--- src/design/gesd_pkg.sv ---
// Package for the gyro energy stance detector.
// Holds the beat types of both channels, register indexes and opcodes.
// No dependencies.
package gesd_pkg;

    // Configuration port geometry: 64-bit data, registers at 8-byte spacing.
    localparam int CFG_ADDR_W = 4;
    localparam int CFG_DATA_W = 64;

    localparam logic [0:0] REG_ENERGY_THRESHOLD = 1'b0;
    localparam logic [0:0] REG_HOLD_COUNT       = 1'b1;

    localparam logic [35:0] THRESHOLD_RESET  = 36'd1000000;
    localparam logic [7:0]  HOLD_COUNT_RESET = 8'd5;

    localparam logic [35:0] ENERGY_MAX = 36'hF_FFFF_FFFF;
    localparam logic [7:0]  HOLD_MAX   = 8'hFF;

    localparam logic OP_SAMPLE = 1'b0;
    localparam logic OP_PRIME  = 1'b1;

    localparam logic PHASE_STANCE = 1'b0;
    localparam logic PHASE_SWING  = 1'b1;

    typedef struct packed {
        logic               op;
        logic signed [15:0] gyro_a_x;
        logic signed [15:0] gyro_a_y;
        logic signed [15:0] gyro_a_z;
        logic signed [15:0] gyro_b_x;
        logic signed [15:0] gyro_b_y;
        logic signed [15:0] gyro_b_z;
    } sample_t;

    typedef struct packed {
        logic               phase;
        logic        [7:0]  hold_counter;
        logic signed [15:0] mean_rate_x;
        logic signed [15:0] mean_rate_y;
        logic signed [15:0] mean_rate_z;
        logic        [35:0] window_energy;
    } result_t;

endpackage

--- src/design/gyro_energy_stance_detector_top.sv ---
// Channel   | Dir | Handshake                   | Beat
// ----------+-----+-----------------------------+--------------------------------
// sample    | in  | sample_valid / sample_stall | gesd_pkg::sample_t (op, 2x3 rates)
// result    | out | result_valid / result_stall | gesd_pkg::result_t (phase, means, energy)
// config    | in  | APB psel/penable/pwrite     | 64-bit registers at 8*index
//
// One beat is accepted per cycle while sample_stall is low. Each accepted sample beat
// yields one result beat: stage 1 updates the rate ring and running sums and forms the
// clamped mean, stage 2 squares the three means, stage 3 updates the energy window and
// the hysteresis phase and loads the result register. Stalls move back stage by stage; a
// stage that holds a beat accepts a new one in the cycle its own beat moves on. Reset
// clears all control state at once; ring and energy memories need no clearing pass since
// per-entry valid bits make an unwritten entry read as its reset or primed value.
//
// Top level of the gyro energy stance detector (zero-velocity-update detector).
// Depends on gesd_pkg.
module gyro_energy_stance_detector_top #(
    parameter int RATE_WINDOW   = 8,
    parameter int ENERGY_WINDOW = 16,
    parameter int SAMPLE_BITS   = 16
) (
    input  logic                           clk,
    input  logic                           rst_n,

    input  logic                           sample_valid,
    output logic                           sample_stall,
    input  gesd_pkg::sample_t              sample,

    output logic                           result_valid,
    input  logic                           result_stall,
    output gesd_pkg::result_t              result,

    input  logic                           psel,
    input  logic                           penable,
    input  logic                           pwrite,
    input  logic [gesd_pkg::CFG_ADDR_W-1:0] paddr,
    input  logic [gesd_pkg::CFG_DATA_W-1:0] pwdata,
    output logic [gesd_pkg::CFG_DATA_W-1:0] prdata,
    output logic                           pready
);

    // Ring pointer, running sum and mean geometry.
    localparam int RP_W   = $clog2(RATE_WINDOW);
    localparam int EP_W   = $clog2(ENERGY_WINDOW);
    localparam int SUM_W  = 17 + $clog2(RATE_WINDOW);
    // floor(log2(2*RATE_WINDOW)): averages over the ring and the two IMUs
    localparam int SHIFT  = $clog2(RATE_WINDOW + 1);
    localparam int MEAN_B = (SAMPLE_BITS > 16) ? 16 : SAMPLE_BITS;
    localparam int ESUM_RAW_W = 32 + $clog2(ENERGY_WINDOW);
    localparam int ESUM_W = (ESUM_RAW_W > 36) ? ESUM_RAW_W : 36;

    localparam logic signed [SUM_W-1:0] RW_S    = SUM_W'(RATE_WINDOW);
    localparam logic signed [SUM_W-1:0] MEAN_HI = SUM_W'((1 << (MEAN_B - 1)) - 1);
    localparam logic signed [SUM_W-1:0] MEAN_LO = -MEAN_HI - SUM_W'(1);
    localparam logic [RP_W-1:0] RP_LAST = RP_W'(RATE_WINDOW - 1);
    localparam logic [EP_W-1:0] EP_LAST = EP_W'(ENERGY_WINDOW - 1);
    localparam logic [ESUM_W-1:0] ESUM_MAX = ESUM_W'(gesd_pkg::ENERGY_MAX);

    typedef struct packed {
        logic                    prime;
        logic [2:0][15:0]        mean;
    } s1_beat_t;

    typedef struct packed {
        logic                    prime;
        logic [2:0][15:0]        mean;
        logic [31:0]             mag;
    } s2_beat_t;

    // ------------------------------------------------------------------
    // Configuration registers
    // ------------------------------------------------------------------
    logic [35:0]  threshold_reg, threshold_next;
    logic [7:0]   hold_count_reg, hold_count_next;
    logic         cfg_write;
    logic [0:0]   cfg_index;

    assign pready    = 1'b1;
    assign cfg_write = psel && penable && pwrite && pready;
    assign cfg_index = paddr[gesd_pkg::CFG_ADDR_W-1 -: 1];

    always_comb
    begin
        threshold_next  = threshold_reg;
        hold_count_next = hold_count_reg;
        if (cfg_write)
        begin
            case (cfg_index)
                gesd_pkg::REG_ENERGY_THRESHOLD: threshold_next  = pwdata[35:0];
                gesd_pkg::REG_HOLD_COUNT:       hold_count_next = pwdata[7:0];
                default: ;
            endcase
        end
    end

    always_comb
    begin
        case (cfg_index)
            gesd_pkg::REG_ENERGY_THRESHOLD: prdata = {28'b0, threshold_reg};
            gesd_pkg::REG_HOLD_COUNT:       prdata = {56'b0, hold_count_reg};
            default:                        prdata = '0;
        endcase
    end

    // ------------------------------------------------------------------
    // Pipeline flow control: each stage moves when the next has room.
    // ------------------------------------------------------------------
    logic s1_valid_reg, s1_valid_next;
    logic s2_valid_reg, s2_valid_next;
    logic result_valid_reg, result_valid_next;
    logic out_ready, s2_ready, s1_ready;
    logic accept, adv2, adv3;

    assign out_ready    = !result_valid_reg || !result_stall;
    assign adv3         = s2_valid_reg && out_ready;
    assign s2_ready     = !s2_valid_reg || out_ready;
    assign adv2         = s1_valid_reg && s2_ready;
    assign s1_ready     = !s1_valid_reg || s2_ready;
    assign sample_stall = !s1_ready;
    assign accept       = sample_valid && s1_ready;

    assign s1_valid_next     = accept || (s1_valid_reg && !adv2);
    assign s2_valid_next     = adv2 || (s2_valid_reg && !adv3);
    assign result_valid_next = adv3 || (result_valid_reg && result_stall);
    assign result_valid      = result_valid_reg;

    // ------------------------------------------------------------------
    // Stage 1: rate ring, running sums, clamped moving mean
    // ------------------------------------------------------------------
    logic [2:0][16:0]         ring_mem [RATE_WINDOW];
    logic [2:0][16:0]         ring_rd_reg;
    logic [RP_W-1:0]          ring_rd_addr;
    logic [RATE_WINDOW-1:0]   ring_valid_reg, ring_valid_next;
    logic [RP_W-1:0]          rate_ptr_reg, rate_ptr_next, rate_ptr_inc;
    logic signed [16:0]       prime_val_reg [3];
    logic signed [16:0]       prime_val_next [3];
    logic signed [SUM_W-1:0]  rate_sum_reg [3];
    logic signed [SUM_W-1:0]  rate_sum_next [3];
    logic signed [SUM_W-1:0]  sum_cand [3];
    logic signed [SUM_W-1:0]  s_ext [3];
    logic signed [SUM_W-1:0]  old_ext [3];
    logic signed [SUM_W-1:0]  shifted [3];
    logic signed [15:0]       gyro_a [3];
    logic signed [15:0]       gyro_b [3];
    logic signed [16:0]       pair_sum [3];
    logic signed [16:0]       old_val [3];
    logic [2:0][16:0]         ring_wdata;
    logic                     is_prime;
    s1_beat_t                 s1_reg, s1_next;

    assign gyro_a[0] = sample.gyro_a_x;
    assign gyro_a[1] = sample.gyro_a_y;
    assign gyro_a[2] = sample.gyro_a_z;
    assign gyro_b[0] = sample.gyro_b_x;
    assign gyro_b[1] = sample.gyro_b_y;
    assign gyro_b[2] = sample.gyro_b_z;
    assign is_prime  = (sample.op == gesd_pkg::OP_PRIME);

    assign rate_ptr_inc = (rate_ptr_reg == RP_LAST) ? '0 : rate_ptr_reg + 1'b1;

    always_comb
    begin
        s1_next         = s1_reg;
        ring_valid_next = ring_valid_reg;
        rate_ptr_next   = rate_ptr_reg;
        for (int ax = 0; ax < 3; ax++)
        begin
            pair_sum[ax]   = 17'(gyro_a[ax]) + 17'(gyro_b[ax]);
            ring_wdata[ax] = pair_sum[ax];
            // an entry not written since the last prime holds the primed value
            old_val[ax]    = ring_valid_reg[rate_ptr_reg] ? $signed(ring_rd_reg[ax])
                                                          : prime_val_reg[ax];
            s_ext[ax]      = SUM_W'(pair_sum[ax]);
            old_ext[ax]    = SUM_W'(old_val[ax]);
            sum_cand[ax]   = is_prime ? SUM_W'(s_ext[ax] * RW_S)
                                      : rate_sum_reg[ax] + s_ext[ax] - old_ext[ax];
            shifted[ax]    = sum_cand[ax] >>> SHIFT;
            rate_sum_next[ax]  = accept ? sum_cand[ax] : rate_sum_reg[ax];
            prime_val_next[ax] = (accept && is_prime) ? pair_sum[ax] : prime_val_reg[ax];
        end
        if (accept)
        begin
            s1_next.prime = is_prime;
            for (int ax = 0; ax < 3; ax++)
            begin
                if (shifted[ax] > MEAN_HI)
                begin
                    s1_next.mean[ax] = MEAN_HI[15:0];
                end
                else if (shifted[ax] < MEAN_LO)
                begin
                    s1_next.mean[ax] = MEAN_LO[15:0];
                end
                else
                begin
                    s1_next.mean[ax] = shifted[ax][15:0];
                end
            end
            if (is_prime)
            begin
                ring_valid_next = '0;
            end
            else
            begin
                ring_valid_next[rate_ptr_reg] = 1'b1;
                rate_ptr_next                 = rate_ptr_inc;
            end
        end
    end

    // prefetch the entry the next beat will retire
    assign ring_rd_addr = (accept && !is_prime) ? rate_ptr_inc : rate_ptr_reg;

    always_ff @(posedge clk)
    begin
        if (accept && !is_prime)
        begin
            ring_mem[rate_ptr_reg] <= ring_wdata;
        end
        ring_rd_reg <= ring_mem[ring_rd_addr];
    end

    // ------------------------------------------------------------------
    // Stage 2: squared magnitude of the mean vector
    // ------------------------------------------------------------------
    logic signed [31:0] sq [3];
    s2_beat_t           s2_reg, s2_next;

    always_comb
    begin
        for (int ax = 0; ax < 3; ax++)
        begin
            sq[ax] = $signed(s1_reg.mean[ax]) * $signed(s1_reg.mean[ax]);
        end
        s2_next = s2_reg;
        if (adv2)
        begin
            s2_next.prime = s1_reg.prime;
            s2_next.mean  = s1_reg.mean;
            // each square is at most 2^30, so three of them fit in 32 bits
            s2_next.mag   = $unsigned(sq[0]) + $unsigned(sq[1]) + $unsigned(sq[2]);
        end
    end

    // ------------------------------------------------------------------
    // Stage 3: energy window, threshold, hysteresis, result register
    // ------------------------------------------------------------------
    logic [31:0]               energy_mem [ENERGY_WINDOW];
    logic [31:0]               energy_rd_reg;
    logic [EP_W-1:0]           energy_rd_addr;
    logic [ENERGY_WINDOW-1:0]  energy_valid_reg, energy_valid_next;
    logic [EP_W-1:0]           energy_ptr_reg, energy_ptr_next, energy_ptr_inc;
    logic [ESUM_W-1:0]         energy_sum_reg, energy_sum_next;
    logic [ESUM_W-1:0]         esum_cand;
    logic [31:0]               energy_old;
    logic [35:0]               energy_sat;
    logic                      swing_seen;
    logic                      phase_reg, phase_next;
    logic [7:0]                hold_reg, hold_next;
    logic [7:0]                hold_step;
    gesd_pkg::result_t         result_reg, result_next;

    assign energy_ptr_inc = (energy_ptr_reg == EP_LAST) ? '0 : energy_ptr_reg + 1'b1;
    assign energy_old     = energy_valid_reg[energy_ptr_reg] ? energy_rd_reg : 32'd0;
    assign esum_cand      = energy_sum_reg - ESUM_W'(energy_old) + ESUM_W'(s2_reg.mag);
    assign energy_sat     = (esum_cand > ESUM_MAX) ? gesd_pkg::ENERGY_MAX : esum_cand[35:0];
    assign swing_seen     = (energy_sat >= threshold_reg);

    always_comb
    begin
        energy_valid_next = energy_valid_reg;
        energy_ptr_next   = energy_ptr_reg;
        energy_sum_next   = energy_sum_reg;
        phase_next        = phase_reg;
        hold_next         = hold_reg;
        hold_step         = hold_reg;
        result_next       = result_reg;
        if (adv3)
        begin
            if (s2_reg.prime)
            begin
                energy_valid_next = '0;
                energy_ptr_next   = '0;
                energy_sum_next   = '0;
                phase_next        = gesd_pkg::PHASE_STANCE;
                hold_next         = '0;
            end
            else
            begin
                energy_valid_next[energy_ptr_reg] = 1'b1;
                energy_ptr_next = energy_ptr_inc;
                energy_sum_next = esum_cand;
                if (swing_seen && phase_reg == gesd_pkg::PHASE_STANCE)
                begin
                    hold_step  = (hold_reg == gesd_pkg::HOLD_MAX) ? hold_reg : hold_reg + 8'd1;
                    hold_next  = hold_step;
                    phase_next = (hold_step >= hold_count_reg) ? gesd_pkg::PHASE_SWING
                                                               : gesd_pkg::PHASE_STANCE;
                end
                else if (!swing_seen && phase_reg == gesd_pkg::PHASE_SWING)
                begin
                    hold_step  = (hold_reg == 8'd0) ? hold_reg : hold_reg - 8'd1;
                    hold_next  = hold_step;
                    phase_next = (hold_step == 8'd0) ? gesd_pkg::PHASE_STANCE
                                                     : gesd_pkg::PHASE_SWING;
                end
            end
            result_next.phase         = phase_next;
            result_next.hold_counter  = hold_next;
            result_next.mean_rate_x   = s2_reg.mean[0];
            result_next.mean_rate_y   = s2_reg.mean[1];
            result_next.mean_rate_z   = s2_reg.mean[2];
            result_next.window_energy = s2_reg.prime ? 36'd0 : energy_sat;
        end
    end

    // a prime restarts the window at entry zero
    assign energy_rd_addr = adv3 ? (s2_reg.prime ? '0 : energy_ptr_inc) : energy_ptr_reg;

    always_ff @(posedge clk)
    begin
        if (adv3 && !s2_reg.prime)
        begin
            energy_mem[energy_ptr_reg] <= s2_reg.mag;
        end
        energy_rd_reg <= energy_mem[energy_rd_addr];
    end

    assign result = result_reg;

    // ------------------------------------------------------------------
    // Registers
    // ------------------------------------------------------------------
    always_ff @(posedge clk or negedge rst_n)
    begin
        if (!rst_n)
        begin
            threshold_reg    <= gesd_pkg::THRESHOLD_RESET;
            hold_count_reg   <= gesd_pkg::HOLD_COUNT_RESET;
            s1_valid_reg     <= 1'b0;
            s2_valid_reg     <= 1'b0;
            result_valid_reg <= 1'b0;
            ring_valid_reg   <= '0;
            rate_ptr_reg     <= '0;
            for (int ax = 0; ax < 3; ax++)
            begin
                prime_val_reg[ax] <= '0;
                rate_sum_reg[ax]  <= '0;
            end
            energy_valid_reg <= '0;
            energy_ptr_reg   <= '0;
            energy_sum_reg   <= '0;
            phase_reg        <= gesd_pkg::PHASE_STANCE;
            hold_reg         <= '0;
        end
        else
        begin
            threshold_reg    <= threshold_next;
            hold_count_reg   <= hold_count_next;
            s1_valid_reg     <= s1_valid_next;
            s2_valid_reg     <= s2_valid_next;
            result_valid_reg <= result_valid_next;
            ring_valid_reg   <= ring_valid_next;
            rate_ptr_reg     <= rate_ptr_next;
            for (int ax = 0; ax < 3; ax++)
            begin
                prime_val_reg[ax] <= prime_val_next[ax];
                rate_sum_reg[ax]  <= rate_sum_next[ax];
            end
            energy_valid_reg <= energy_valid_next;
            energy_ptr_reg   <= energy_ptr_next;
            energy_sum_reg   <= energy_sum_next;
            phase_reg        <= phase_next;
            hold_reg         <= hold_next;
        end
    end

    // payload registers: no reset
    always_ff @(posedge clk)
    begin
        s1_reg     <= s1_next;
        s2_reg     <= s2_next;
        result_reg <= result_next;
    end

    // ------------------------------------------------------------------
    // Assertions
    // ------------------------------------------------------------------
    a_swing_needs_count: assert property (@(posedge clk) disable iff (!rst_n)
        phase_reg == gesd_pkg::PHASE_SWING |-> hold_reg != 8'd0)
        else $error("swing phase with zero hold counter");

    a_prime_clears_result: assert property (@(posedge clk) disable iff (!rst_n)
        adv3 && s2_reg.prime |=> result_valid && result.phase == gesd_pkg::PHASE_STANCE
            && result.hold_counter == 8'd0 && result.window_energy == 36'd0)
        else $error("prime beat left detector state in result");

    a_prime_clears_ring: assert property (@(posedge clk) disable iff (!rst_n)
        accept && is_prime |=> ring_valid_reg == '0)
        else $error("prime did not invalidate rate ring");

    a_pointers_in_range: assert property (@(posedge clk) disable iff (!rst_n)
        rate_ptr_reg <= RP_LAST && energy_ptr_reg <= EP_LAST)
        else $error("ring pointer out of range");

endmodule

--- config.mk ---
export PLATFORM = sky130hd
export DESIGN_NAME = gyro_energy_stance_detector_top
export DESIGN_NICKNAME = d
export VERILOG_FILES = /design/src/design/gesd_pkg.sv /design/src/design/gyro_energy_stance_detector_top.sv
export SDC_FILE = /design/constraint.sdc
export NUM_CORES = 2
export LEC_CHECK = 0
export BUFFER_PORTS_ARGS = -buffer_cell sky130_fd_sc_hd__buf_4
export CAP_MARGIN = 20
export CORE_ASPECT_RATIO = 2
export CORE_MARGIN = 2
export CORE_UTILIZATION = 55
export DETAILED_ROUTE_END_ITERATION = 7
export PLACE_DENSITY_LB_ADDON = 0.08
export SLEW_MARGIN = 0
export SYNTH_ARGS = -nofsm -noshare
export SYNTH_HDL_FRONTEND = slang
export SYNTH_SLANG_ARGS = --single-unit
--- constraint.sdc ---
create_clock -name clk -period 16.8 [get_ports clk]
set_clock_uncertainty 0.05 [all_clocks]
set_input_delay 5.04 -clock clk [delete_from_list [all_inputs] [get_ports clk]]
set_output_delay 5.04 -clock clk [all_outputs]
set_load 0.05 [all_outputs]
Yosys cells after proc, flatten, opt, wreduce, memory -nomap -nowiden
Memory sizes are Yosys's and may differ from the RTL's. A register that Yosys moved wholly into a read port is not among the register bits.
Index checks and enable logic that the tools add are counted.
{"block": "classes", "addsub": 17, "multipliers": 3, "order_cmp": 13, "n_eq_ne": 3, "muxes": 42, "bitwise": 5, "reduce_logical": 36}
{"op": "case mux 64 bit (2 select lines)", "count": 1}
{"op": "multiplier 16 x 16 -> 32 bit", "count": 3}
{"op": "2-to-1 mux 36 bit", "count": 2}
{"op": "adder 32 bit", "count": 2}
{"op": "2-to-1 mux 16 bit", "count": 4}
{"op": "adder 20 x 17 -> 20 bit", "count": 3}
{"op": "2-to-1 mux 20 bit", "count": 3}
{"op": "subtractor 20 x 17 -> 20 bit", "count": 3}
{"op": "adder 16 x 16 -> 17 bit", "count": 3}
{"op": "2-to-1 mux 17 bit", "count": 3}
{"op": "> comparator 16 bit (second input constant)", "count": 3}
{"op": "less-than comparator 16 bit (second input constant)", "count": 3}
{"op": "2-to-1 mux 8 bit", "count": 6}
{"op": "adder 36 x 32 -> 36 bit", "count": 1}
{"op": "greater-or-equal comparator 36 bit", "count": 1}
{"op": "> comparator 36 bit (second input constant)", "count": 1}
{"op": "subtractor 36 x 32 -> 36 bit", "count": 1}
{"op": "2-to-1 mux 32 bit", "count": 1}
{"op": "zero test 8 bit", "count": 2}
{"op": "bitwise OR 16 bit", "count": 1}
{"op": "logical AND 1 bit", "count": 15}
{"op": "2-to-1 mux 1 bit", "count": 13}
{"op": "2-to-1 mux 4 bit", "count": 3}
{"op": "zero test 1 bit", "count": 10}
{"op": "21 further kinds", "count": 31}
{"block": "totals", "reg_bits": 457, "ram_bits": 920, "output_inout_bits": 160, "word_cells": 154, "memories": 2}
{"name": "energy_mem", "depth": 16, "width": 32, "read_ports": 1, "rd_clocked_by_memory_dff": 1, "write_ports": 1, "line": "gyro_energy_stance_detector_top.sv:248", "rtl": "logic [31:0] energy_mem [ENERGY_WINDOW];"}
{"name": "ring_mem", "depth": 8, "width": 51, "read_ports": 1, "rd_clocked_by_memory_dff": 1, "write_ports": 1, "line": "gyro_energy_stance_detector_top.sv:130", "rtl": "logic [2:0][16:0] ring_mem [RATE_WINDOW];"}

Longest topological paths before layout
{"block": "depth", "word_depth": 13, "ltp_mapped": 32, "depth_no_buf": 30}

Worst setup path before layout
No wires, ideal clock.
{"block": "synth_timing", "kind": "input to output", "from": "in paddr[3] (netlist bit)", "to": "out prdata[6] (netlist bit)", "arrival_time_ns": 6.513, "required_time_ns": 11.710, "path_slack_ns": 5.197, "stages": 3, "n_path_buf": 2, "cell_sequence": "clkbuf_1 clkbuf_1 o21ai_0"}
{"block": "synth_between", "elab_chain_len": 2}
{"element": "start: declaration", "line": "gyro_energy_stance_detector_top.sv:36", "rtl": "input logic [gesd_pkg::CFG_ADDR_W-1:0] paddr,"}
{"element": "inverter 1 bit"}
{"element": "case mux 64 bit (2 select lines) (*)", "line": "gyro_energy_stance_detector_top.sv:98", "rtl": "case (cfg_index)"}
{"element": "end: declaration", "line": "gyro_energy_stance_detector_top.sv:38", "rtl": "output logic [gesd_pkg::CFG_DATA_W-1:0] prdata,"}
Every way passes the cells marked *; elsewhere a longest branch is shown, timed or not. The select of a mux whose other input is x is not followed.

Final worst setup path
{"block": "layout_timing", "from": "in paddr[3] (netlist bit)", "to": "out prdata[0] (netlist bit)"}
Same word-level chain as after synthesis.

==> run summary <==
The number of nets with antenna violations after routing was 0; the max-capacitance violation count was 0. The relative max-transition margin was 19.5%; the synthesized netlist cell count was 8,189. Across all layers, the routed design uses 59,800 vias. Share of post-route cells with drive strength above 1: 9.55%. Yosys mapped a number of flops with a built-in enable equal to 1,143. Setup repair after global routing left no endpoint under its margin.

Ranked by total cell area, the synthesized netlist is headed by sky130_fd_sc_hd__edfxtp_1 (37%), sky130_fd_sc_hd__fa_1 (20%), sky130_fd_sc_hd__dfrtp_1 (6.1%), sky130_fd_sc_hd__nand2_1 (5.8%), sky130_fd_sc_hd__ha_1 (5.4%). The number of clock sinks seen by CTS came out at 1,460. The number of fillers in the final layout was 13,700; the horizontal die dimension was 293 µm. Entering global routing, the biggest net connects 149 pins.

The run gives 4 as the count of H-tree levels built during CTS. The clock root buffer is sky130_fd_sc_hd__clkbuf_16. The number of hold-slack violations in the final timing report is 0, and the flip-flop count of the largest register, all copies and words added is 512.

Register clock-pin slew on the reported worst setup and hold paths: 0.08 ns. For the pin with the worst max-slew slack, the measured transition is 1.21 ns. Summing all multi-input logic gate instances after layout gives 44,300 µm². The logs give 5.98 ns for the data arrival at the endpoint of the critical path and 3,246 for the detailed router's first-iteration violation count. The tools report the number of resized instances in the post-cts repair step as 0. The flow ran to the end, and the final reports show no timing, DRC or antenna violations. In this run the biggest area consumer among cell types represents 37.3% of the synthesized area.

Final weighted congestion in routability-driven placement: 0.913. The tools report the via count of the first global-routing pass as 64,700. In this run the critical register-to-register path is launched from energy_ptr_reg[0]$_DFF_PN0_. For this run, the total global-route usage over all layers was measured as 29.0%. The height of the die was 583 µm. In this run the worst setup path terminates at prdata[0].

The worst path uses 65.9% of the clock period. The library cells used most frequently in the layout, excluding fill and tap cells, are sky130_fd_sc_hd__nand2_1 (1,426), sky130_fd_sc_hd__inv_1 (1,230), sky130_fd_sc_hd__edfxtp_1 (1,143), sky130_fd_sc_hd__fa_1 (912), sky130_fd_sc_hd__nand3_1 (414). The setup TNS is 0 ns, and the area of the core is 167,000 µm². Leaving out fill and tap cells, the most frequent cell in the layout is sky130_fd_sc_hd__nand2_1. The slack of the worst reg-to-reg path was 7.06 ns. The total of warnings raised by yosys is 0.

The worst min-delay path class was flop to flop. The endpoint type of the worst setup path was an output pin. The area added between synthesis and finish is 9.73%, and the port buffer count is 271. The final instance area came out at 101,000 µm². For this run, asynchronously set or reset flops after synthesis account for 16.0%. The tools report the count of cell types in the netlist as 95. Counting cells, the worst reg-to-reg path comes to 24. After detailed routing, the total wire length is 243 mm. TritonCTS built the clock tree. The first global-routing pass estimated 371 mm of wire.

The worst setup path is launched from an input port. For this run, the leading register cell type out of synthesis is sky130_fd_sc_hd__edfxtp_1. The most critical setup path has its startpoint at paddr[3]. The later pin in the worst-skew pair is clocked with a latency of 0.79 ns. Summing all placed instances gives a cell area of 96,500 µm². The total overflow left after global routing is 0. The logs give 92,000 µm² for the area of the mapped netlist and 0 for the count of hold-fix buffers inserted at cts. In this run the worst path has a maximum fanout of 45. The type of the setup path with the least slack was input port to output pin.

The worst register-to-register path ends at result[87]$_DFFE_PP_. Dividing the synthesized area by the synthesized cell count gives 11.2 µm². After layout, the minimum clock period comes to 11.07 ns. The first detailed-routing pass took 5 iterations.

Setup violations remaining at the end of the flow were counted as 0. The net count of the finished layout is 9,880. 332 I/O pins were placed. For the worst setup path, the data required time is 11.71 ns. For the max-slew violation count, the log shows 0. After detailed routing, the number of vias per cell comes to 5.62.

The portion of the post-synthesis area used by sequential elements came out at 45.5%. Once the floorplan was initialized, standard cells occupied 55.3% of the core. Initial antenna violation count: 2.

sky130_fd_sc_hd__edfxtp_1 takes more of the synthesized area than any other cell. The maximum root-to-sink buffer count is 4, and the sequential cell area is 41,900 µm². The area of the die is 171,000 µm². For the number of clock buffers inserted by TritonCTS, the log shows 142. The number of synthesized register bits came out at 1,460.

Once the clock tree was built, the setup fixing pass inserted 0 buffers. Once detailed placement completed, the half-perimeter wirelength came to 176 mm. In the final routed layout, each cell accounts on average for 22.8 µm.

For this run, design rule violations remaining after detail routing come to 0. The initialized floorplan defines 212 standard-cell rows. For this run, the top clock speed supported by timing is 0.0903 GHz.
[synth_stat cells, drive strengths merged, types with 5 or more instances]
library cell	count
nor4	7
xnor2	151
o21bai	18
nand3	414
o211ai	9
edfxtp	1143
mux4	7
mux2	120
nor3	41
a21oi	195
a41oi	5
and2	238
nand3b	11
buf	102
nand2b	52
ha	400
nand2	1429
dfstp	9
o22ai	6
a311oi	99
nand4	24
clkbuf	265
a211oi	15
or2	11
a21o	81
fa	912
xor2	59
o21ai	213
o21a	27
mux2i	34
and3	81
inv	1236
nor2b	39
a22oi	5
or3	19
o31ai	19
o41ai	5
a221oi	7
dfrtp	225
o31a	6
dfxtp	83
nor2	254
a31oi	54
[how the worst min path moves through the flow]
stage / start / endpoint / slack, ns / cells after the start
final: s2_reg[78]$_DFFE_PP_ / result[50]$_DFFE_PP_ / 0.36 / 0
after global routing: s2_reg[76]$_DFFE_PP_ / result[48]$_DFFE_PP_ / 0.37 / 0
after CTS: s2_reg[78]$_DFFE_PP_ / result[50]$_DFFE_PP_ / 0.36 / 0
after detailed placement: s2_reg[35]$_DFFE_PP_ / result[71]$_DFFE_PP_ / 0.35 / 0
after global placement: s2_reg[34]$_DFFE_PP_ / result[70]$_DFFE_PP_ / 0.35 / 0
after floorplan: s2_reg[64]$_DFFE_PP_ / result[36]$_DFFE_PP_ / 0.35 / 0
[final cells by class]
| cell class | count | share of cell area (%) |
|---|---|---|
| multi-input cells | 5153 | 43.8 |
| flip-flops and latches | 1460 | 41.4 |
| inverters | 1236 | 4.62 |
| clock buffers | 194 | 3.90 |
| repair buffers | 403 | 3.06 |
| well taps | 2140 | 2.65 |
| clock inverters | 55 | 0.496 |
| diodes | 4 | 0.00991 |
[metrics by stage]
stage	setup slack, ns	hold WS, ns	util, %	instances
floorplan	5.20	0.350	-	8216
global placement	5.73	0.351	57.9	10400
detailed placement	5.73	0.355	57.9	10400
CTS	5.72	0.359	60.6	10600
global route	5.67	0.367	60.6	10600
finish	5.73	0.359	60.6	10600
[metal layers]
| metal | vias to the layer above | track usage, % | part of all wire, % |
|---|---|---|---|
| met5 | - | 0 | 0 |
| met4 | 0 | 19.7 | 7.9 |
| li1 | 27200 | - | - |
| met2 | 1689 | 57.4 | 57 |
| met1 | 30200 | 27.7 | 32 |
| met3 | 782 | 2.60 | 3.4 |
[worst max-delay path: stages]
cell and delay, ns:
sky130_fd_sc_hd__buf_4 0.37, sky130_fd_sc_hd__mux2_2 0.38, sky130_fd_sc_hd__buf_4 0.19
[cell families (layout without fill, tap and decap cells)]
family                     Yosys count  after routing  synth area share (%)
other                                2             33               0.00816
muxes                              161            161                  2.03
xor gates and xnor gates           210            210                  2.01
buffers and inverters             1603           1888                  6.69
DFF                               1460           1460                  45.5
adders and majority gates         1312           1312                  25.3
and+or+nand+nor                   2632           2632                  12.7
AOI/OAI and AO/OA                  809            809                  5.77
Power is not shown: default switching activity piles up to over one toggle a cycle in this logic, so the estimate is an artifact.
